$ cat config.mk
export PLATFORM = sky130hd
export DESIGN_NAME = mbx_ctrl
export DESIGN_NICKNAME = d
export VERILOG_FILES = /design/src/mbx_pkg.sv /design/src/mbx_ctrl.sv
export SDC_FILE = /design/constraint.sdc
export NUM_CORES = 1
export LEC_CHECK = 0
export BUFFER_PORTS_ARGS = -buffer_cell sky130_fd_sc_hd__buf_2
export CAP_MARGIN = 20
export CORE_ASPECT_RATIO = 1.5
export CORE_UTILIZATION = 50
export CTS_CLUSTER_SIZE = 20
export DETAILED_ROUTE_END_ITERATION = 10
export GPL_TIMING_DRIVEN = 1
export PLACE_DENSITY = 0.74
export SYNTH_ARGS = -nofsm -noshare
export SYNTH_HDL_FRONTEND = slang
export SYNTH_SLANG_ARGS = --single-unit
$ cat constraint.sdc
create_clock -name clk -period 3.94 [get_ports clk]
set_input_delay 0.197 -clock clk [delete_from_list [all_inputs] [get_ports clk]]
set_output_delay 0.197 -clock clk [all_outputs]
set_load 0.01 [all_outputs]
$ cat src/mbx_pkg.sv
package mbx_pkg;

  localparam int QUEUE_DEPTH  = 16;
  localparam int MSG_BYTES    = 64;
  localparam int READ_CAP_MAX = 64;

  localparam int LEN_W   = 7;
  localparam int PTR_W   = $clog2(QUEUE_DEPTH);
  localparam int CNT_W   = $clog2(QUEUE_DEPTH + 1);
  localparam int OFF_W   = (MSG_BYTES > 1) ? $clog2(MSG_BYTES) : 1;
  localparam int ADDR_W  = 1 + PTR_W + OFF_W;
  localparam int LADDR_W = 1 + PTR_W;

  typedef enum logic [1:0] {
    OP_WRITE = 2'd0,
    OP_READ  = 2'd1,
    OP_CLOSE = 2'd2
  } op_t;

  typedef enum logic [1:0] {
    ST_OK      = 2'd0,
    ST_INVALID = 2'd1,
    ST_BLOCK   = 2'd2,
    ST_CLOSED  = 2'd3
  } status_t;

  typedef enum logic [1:0] {
    S_IDLE,
    S_LEN,
    S_ADDR,
    S_DATA
  } seq_state_t;

  typedef struct packed {
    logic [1:0]       op;
    logic             side;
    logic [7:0]       data_byte;
    logic             last_byte;
    logic [LEN_W-1:0] read_capacity;
  } in_beat_t;

  typedef struct packed {
    status_t          status;
    logic [LEN_W-1:0] length;
    logic [7:0]       out_byte;
    logic             last;
  } res_t;

  typedef struct packed {
    logic               byte_we;
    logic [ADDR_W-1:0]  byte_waddr;
    logic [7:0]         byte_wdata;
    logic               byte_re;
    logic [ADDR_W-1:0]  byte_raddr;
    logic               len_we;
    logic [LADDR_W-1:0] len_waddr;
    logic [LEN_W-1:0]   len_wdata;
    logic               len_re;
    logic [LADDR_W-1:0] len_raddr;
  } store_req_t;

  typedef struct packed {
    logic [7:0]       byte_rdata;
    logic [LEN_W-1:0] len_rdata;
  } store_rsp_t;

endpackage

$ cat src/mbx_ctrl.sv
module mbx_ctrl (
  input  logic                clk,
  input  logic                rst,
  input  logic                in_valid,
  output logic                in_ready,
  input  mbx_pkg::in_beat_t   beat,
  input  logic                slot_free,
  output logic                res_load,
  output mbx_pkg::res_t       res,
  output mbx_pkg::store_req_t sreq,
  input  mbx_pkg::store_rsp_t srsp
);
  import mbx_pkg::*;

  seq_state_t       state, state_next;
  logic [PTR_W-1:0] head [2], head_next [2];
  logic [PTR_W-1:0] tail [2], tail_next [2];
  logic [CNT_W-1:0] fill [2], fill_next [2];
  logic             open [2], open_next [2];
  logic [LEN_W-1:0] asm_len [2], asm_len_next [2];
  status_t          drop [2], drop_next [2];

  logic             rd_side, rd_side_next;
  logic [PTR_W-1:0] rd_slot, rd_slot_next;
  logic [LEN_W-1:0] rd_cap, rd_cap_next;
  logic [LEN_W-1:0] rd_len, rd_len_next;
  logic [LEN_W-1:0] rd_idx, rd_idx_next;

  function automatic logic [PTR_W-1:0] ptr_inc(input logic [PTR_W-1:0] p);
    return (p == PTR_W'(QUEUE_DEPTH - 1)) ? '0 : p + 1'b1;
  endfunction

  always_ff @(posedge clk) begin
    if (rst) begin
      state   <= S_IDLE;
      for (int i = 0; i < 2; i++) begin
        head[i]    <= '0;
        tail[i]    <= '0;
        fill[i]    <= '0;
        open[i]    <= 1'b1;
        asm_len[i] <= '0;
        drop[i]    <= ST_OK;
      end
    end else begin
      state   <= state_next;
      head    <= head_next;
      tail    <= tail_next;
      fill    <= fill_next;
      open    <= open_next;
      asm_len <= asm_len_next;
      drop    <= drop_next;
    end
  end

  always_ff @(posedge clk) begin
    rd_side <= rd_side_next;
    rd_slot <= rd_slot_next;
    rd_cap  <= rd_cap_next;
    rd_len  <= rd_len_next;
    rd_idx  <= rd_idx_next;
  end

  always_comb begin
    logic             s;
    logic             p;
    logic             peer_full;
    status_t          dc;
    logic [LEN_W-1:0] al;
    logic [LEN_W-1:0] mlen;

    state_next   = state;
    head_next    = head;
    tail_next    = tail;
    fill_next    = fill;
    open_next    = open;
    asm_len_next = asm_len;
    drop_next    = drop;
    rd_side_next = rd_side;
    rd_slot_next = rd_slot;
    rd_cap_next  = rd_cap;
    rd_len_next  = rd_len;
    rd_idx_next  = rd_idx;
    in_ready     = 1'b0;
    res_load     = 1'b0;
    res          = '0;
    sreq         = '0;

    s         = beat.side;
    p         = ~beat.side;
    peer_full = (fill[p] == CNT_W'(QUEUE_DEPTH));
    dc        = drop[s];
    al        = asm_len[s];
    mlen      = (srsp.len_rdata > LEN_W'(MSG_BYTES)) ? LEN_W'(MSG_BYTES) : srsp.len_rdata;

    unique case (state)
      S_IDLE: begin
        in_ready = slot_free;
        if (in_valid && slot_free) begin
          unique case (beat.op)
            OP_WRITE: begin
              // first byte checks the peer, an overlong byte starts a drop
              if (dc == ST_OK && al == '0) begin
                if (!open[p]) begin
                  dc = ST_CLOSED;
                end else if (peer_full) begin
                  dc = ST_BLOCK;
                end
              end
              if (dc == ST_OK && al >= LEN_W'(MSG_BYTES)) begin
                dc = ST_INVALID;
                al = '0;
              end
              res_load = 1'b1;
              res.last = 1'b1;
              if (dc != ST_OK) begin
                res.status      = dc;
                drop_next[s]    = beat.last_byte ? ST_OK : dc;
                asm_len_next[s] = al;
              end else begin
                sreq.byte_we    = 1'b1;
                sreq.byte_waddr = {p, tail[p], al[OFF_W-1:0]};
                sreq.byte_wdata = beat.data_byte;
                al              = al + 1'b1;
                res.status      = ST_OK;
                res.length      = al;
                if (!beat.last_byte) begin
                  asm_len_next[s] = al;
                end else begin
                  asm_len_next[s] = '0;
                  if (!open[p] || peer_full) begin
                    res.status = open[p] ? ST_BLOCK : ST_CLOSED;
                    res.length = '0;
                  end else begin
                    sreq.len_we    = 1'b1;
                    sreq.len_waddr = {p, tail[p]};
                    sreq.len_wdata = al;
                    tail_next[p]   = ptr_inc(tail[p]);
                    fill_next[p]   = fill[p] + 1'b1;
                  end
                end
              end
            end
            OP_READ: begin
              if (fill[s] == '0) begin
                res_load   = 1'b1;
                res.status = ST_BLOCK;
                res.last   = 1'b1;
              end else begin
                sreq.len_re    = 1'b1;
                sreq.len_raddr = {s, head[s]};
                rd_side_next   = s;
                rd_slot_next   = head[s];
                rd_cap_next    = (beat.read_capacity > LEN_W'(READ_CAP_MAX)) ?
                                 LEN_W'(READ_CAP_MAX) : beat.read_capacity;
                state_next     = S_LEN;
              end
            end
            OP_CLOSE: begin
              open_next[s]    = 1'b0;
              asm_len_next[s] = '0;
              drop_next[s]    = ST_OK;
              if (!open[p]) begin
                for (int i = 0; i < 2; i++) begin
                  head_next[i] = '0;
                  tail_next[i] = '0;
                  fill_next[i] = '0;
                end
              end
              res_load   = 1'b1;
              res.status = ST_OK;
              res.last   = 1'b1;
            end
            default: begin
              res_load   = 1'b1;
              res.status = ST_INVALID;
              res.last   = 1'b1;
            end
          endcase
        end
      end
      S_LEN: begin
        if (slot_free) begin
          if (rd_cap < mlen) begin
            // too small: report and leave the message queued
            res_load   = 1'b1;
            res.status = ST_INVALID;
            res.length = mlen;
            res.last   = 1'b1;
            state_next = S_IDLE;
          end else begin
            head_next[rd_side] = ptr_inc(head[rd_side]);
            fill_next[rd_side] = fill[rd_side] - 1'b1;
            if (mlen == '0) begin
              res_load   = 1'b1;
              res.status = ST_OK;
              res.last   = 1'b1;
              state_next = S_IDLE;
            end else begin
              rd_len_next = mlen;
              rd_idx_next = '0;
              state_next  = S_ADDR;
            end
          end
        end
      end
      S_ADDR: begin
        sreq.byte_re    = 1'b1;
        sreq.byte_raddr = {rd_side, rd_slot, rd_idx[OFF_W-1:0]};
        state_next      = S_DATA;
      end
      S_DATA: begin
        if (slot_free) begin
          res_load     = 1'b1;
          res.status   = ST_OK;
          res.length   = rd_len;
          res.out_byte = srsp.byte_rdata;
          res.last     = (rd_idx + 1'b1 == rd_len);
          rd_idx_next  = rd_idx + 1'b1;
          state_next   = res.last ? S_IDLE : S_ADDR;
        end
      end
      default: begin
        state_next = S_IDLE;
      end
    endcase
  end

endmodule

# Word level (Yosys, flattened, before mapping)
# Index checks and enable logic that the tools add are counted.
totals:
  output_inout_bits: 71
  in_bits: 38
  register_bits: 74
  word_cells: 246
classes:
  mux: 142
  n_eq_ne: 28
  bitwise: 13
  order_cmp: 10
  n_reduce_logical: 29
  addsub: 6
ops:
  columns: ["operator", "count"]
  rows:
  - ["7-bit two-way mux", 16]
  - ["20-bit two-way mux", 4]
  - ["8-bit two-way mux", 10]
  - ["10-bit two-way mux", 7]
  - ["4-bit two-way mux", 14]
  - ["5-bit two-way mux", 11]
  - ["13-bit two-way mux", 4]
  - ["2-bit two-way mux", 25]
  - ["10-bit case mux with 2 select lines", 2]
  - ["19-bit two-way mux", 2]
  - ["8-bit case mux with 2 select lines", 2]
  - ["14-bit bitwise mux", 2]
  - ["14-bit two-way mux", 2]
  - ["14-bit case mux with 2 select lines", 1]
  - ["9-bit two-way mux", 3]
  - ["9-bit case mux with 3 select lines", 1]
  - ["2-bit != test, second input constant", 12]
  - ["10-bit bitwise mux", 2]
  - ["8-bit bitwise mux", 2]
  - ["16-bit two-way mux", 1]
  - ["7-bit by 1-bit adder with 7-bit output, second input constant", 2]
  - ["14-bit AND", 1]
  - ["7-bit greater-than comparator, second input constant", 2]
  - ["7-bit zero test", 2]
  - ["48 further kinds", 98]

# Logic depth before layout (Yosys ltp)
depth:
  ltp_word: 25
  ltp_mapped: 15
  mapped_depth_nobuf: 9

# Worst setup path before layout
# No wires, ideal clock.
synth_path:
  path_kind: "input port to output port"
  startpoint: "input beat[16] in the netlist's numbering"
  endpoint: "output res[15] in the netlist's numbering"
  path_buffers: 7
  path_stages: 15
  slack_ps: 795
  t_arrival_ps: 2948
  required_ps: 3743
  cell_sequence: "buf_6 -> buf_2 -> buf_2 -> buf_2 -> buf_2 -> buf_2 -> mux2i_1 -> nor2_1 -> ha_1 -> clkbuf_1 -> nand2_1 -> a211oi_1 -> mux2i_1 -> nor2b_1 -> a221o_1"
synth_lines:
  columns: ["element", "line_no", "rtl"]
  rows:
  - ["start: declaration", "mbx_ctrl.sv:6", "input mbx_pkg::in_beat_t beat,"]
  - ["end: declaration", "mbx_ctrl.sv:9", "output mbx_pkg::res_t res,"]

==> summary.md <==
| Metric | Value |
|---|---|
| Outcome | `completed` |
| Post-synth ARST share | `0` |
| I/O Buffers | `108` |
| Hold Vio Cnt, Final | `0` |
| Initial antenna violation count | `0` |
| DRT iter0 DRCs | `426` |
| Grt ovf | `0` |
| Buffer depth of the longest clock path | `2` |
| Row count | `45` |
| Routed Antenna Nets | `0` |
| Worst path max stage delay | `430 ps` |
| Final #Nets | `787` |
| Yosys cell types | `71` |
| Met3 routed WL | `871 um` |
| CP Cell Sequence | `buf_2, buf_4, nor4b_1, nand4_1, a22oi_1, nor2_1, buf_4, nand3_1, inv_1, and2_1, buf_2` |
| Kind of critical path | `in2out` |
| Syn_area_per_cell | `8.29 um^2` |
| CTS tree | `done` |
| Final setup fails | `0` |
| Unrepaired setup endpoints after global routing | `false` |
| Hold Path Origin | `beat[6]` |
| WL met1 | `6040 um` |
| Die W | `85.6 um` |
| Slew HR | `0.365` |
| Hold Path Depth | `1` |
| Number of diodes | `0` |
| Required time of the critical path | `3740 ps` |
| Mapped Nets | `687` |
| Clk_lat worst skew | `340 ps` |
| Post-Route WL | `15800 um` |
| Initial Util | `0.517` |
| Hold path endpoint | `rd_cap[6]` |
| R2R setup slack | `1150 ps` |
| VDD IR max | `0.231 mV` |
| CP arrival | `3090 ps` |
| Leak | `2.65 nW` |
| Setup TNS | `0 ps` |
| Yosys top cell area share | `0.183` |
| CP bufs+invs | `5` |
| End-of-flow core utilization | `0.613` |
| CP Capture Type | `output pin` |
| DR pass1 iterations | `5` |
| Reg2reg start | `rd_cap[1]` |
| Worst-path clk slew | `60 ps` |
| Power Density | `302 nW/um^2` |
| CTS sink cnt | `74` |
| Core footprint | `10100 um^2` |
| Post-synthesis register bit count | `74` |
| Cts hold-fix bufs | `0` |
| PostCTS Resize Cnt | `0` |
| RePlAce Congestion | `0.969` |
| Met2 wire length | `8280 um` |
| # DRC | `0` |
| Most used DFF post-synth | `dfxtp_1` |
| Vias in the first global route | `5030` |
| Vias per cell | `6.34` |
| # fillers | `927` |
| I/O pin cnt | `109` |
| Max-cap violations | `0` |
| Delay-heaviest family, CP | `buffers and inverters` |
| Reg2Reg Depth | `7` |
| Area leader, netlist | `dfxtp_1` |
| CTS H-tree depth | `3` |
| First-pass GRT wire length | `25100 um` |
| Largest net degree at the start of global routing | `25` |
| Main area contributors after synthesis | `dfxtp_1 (18%), edfxtp_1 (15%), nor2_1 (5.4%)` |
| Mapped cell area | `5240 um^2` |
| Area growth syn-to-layout | `18.5%` |
| Post-synth EDFFs | `26` |
| Num CTS Buffers | `9` |
| Seq/Total Area, Yosys | `0.333` |
| Number of setup buffers added after CTS | `0` |
| Highest metal used | `met4` |
| Final period utilization | `0.833` |
| DP Wirelength | `12100 um` |
| All-Layer GR Usage | `0.295` |
| Peak Freq | `305 MHz` |
| Tmin final | `3280 ps` |
| Crit-path slowest cell | `buf_2` |
| Layout cells sized above 1 | `0.221` |
| Die Span Y | `127 um` |
| R2R Path End | `fill[4]` |
| Clock root cell | `clkbuf_16` |
| Critical Path Start Type | `primary input` |
| Crit. Startpoint | `beat[16]` |
| Slew Viols, Final | `0` |
| Worst hold path class | `in2reg` |
| Die area | `10900 um^2` |
| Slew @ Worst Pin | `949 ps` |
| Worst-case clock skew | `8.58 ps` |
| Drt wl/cell | `18.5 um` |
| Crit path max fanout | `21` |
| Mapped Cells | `632` |
| Vias | `5417` |
| Synth warn | `0` |
-- how the worst max path moves through the flow --
stage	endpoint	slack (ps)	cells past startpoint
after detailed placement	res[15]	680	12
after global placement	sreq[35]	830	11
after global routing	sreq[36]	430	11
final	sreq[36]	660	11
after CTS	res[15]	670	12
after floorplan	res[15]	800	15
-- cells in the mapped netlist (4+ instances only) --
master,count
inv_1,24
a211oi_1,7
o32ai_1,11
clkbuf_1,24
and2_1,32
nor2_1,75
ha_1,17
mux2_2,11
a21oi_1,34
a31o_2,5
nand2b_1,7
a32o_1,7
nor4_1,6
a22oi_1,8
or4_1,7
a22o_1,6
o211ai_1,5
xnor2_1,9
o31ai_1,4
nand3b_1,5
nand3_1,26
buf_2,7
nand2_1,50
edfxtp_1,26
nand4_1,7
o21a_1,4
and3_1,7
o21ai_0,26
dfxtp_1,48
a31oi_1,6
mux2i_1,22
a32oi_1,5
nor2b_1,12
nor3_1,20
xor2_1,11
-- power by group --
group,internal (mW),switching [mW]
combinational,0.0697,0.124
clock,0.557,0.329
sequential,0.792,0.00428
total,1.42,0.458
-- metrics by stage --
step / area (um^2) / setup WS (ps) / hold WS (ps) / power, mW / instances
3_3_place_gp: 5890 / 830 / 458 / 0.999 / 838
3_5_place_dp: 5890 / 676 / 463 / 1.00 / 838
4_1_cts: 6210 / 670 / 110 / 1.88 / 854
5_1_grt: 6210 / 427 / 124 / 1.94 / 854
6_report: 6210 / 656 / 120 / 1.88 / 854
2_1_floorplan: 5240 / 795 / 296 / 0.934 / 632
-- cell type report --
type	count	area (um^2)	area share
Clock buffer	10	229	0.0369
Clock inverter	6	90.1	0.0145
Inverter	26	97.6	0.0157
Multi-Input combinational cell	499	3260	0.525
Sequential cell	74	1740	0.281
Tap cell	117	146	0.0236
Timing Repair Buffer	122	646	0.104
-- registers in the layout, indices dropped and copies added, names as in the netlist --
register,count
open,2
asm_len,14
fill,10
rd_slot,4
tail,8
rd_len,7
head,8
rd_cap,7
state,2
drop,4
rd_idx,7
rd_side,1
-- logic make-up after synthesis --
kind of cell    share of synthesized area
compound gates                      0.211
xor+xnor                           0.0334
fa+ha+maj                          0.0406
buf+inv                            0.0454
flops                               0.333
mux                                0.0700
simple gates                        0.267
-- cell usage in the layout, fill, tap and decap left out, drive strengths merged, types with 9 or more instances in the layout --
cell / n
buf: 122
nor2: 75
nand2: 50
dfxtp: 48
a21oi: 34
and2: 32
o21ai: 26
nand3: 26
edfxtp: 26
inv: 25
mux2i: 23
nor3: 21
ha: 17
nor2b: 12
mux2: 11
xor2: 11
o32ai: 11
clkbuf: 10
xnor2: 9
-- per-layer routing --
layer / up-vias / track usage
li1: 2549 / -
met1: 2585 / 0.330
met2: 231 / 0.525
met3: 52 / 0.0491
met4: 0 / 0.162
met5: - / 0
No activity file was read; power rests on OpenSTA's default activity.
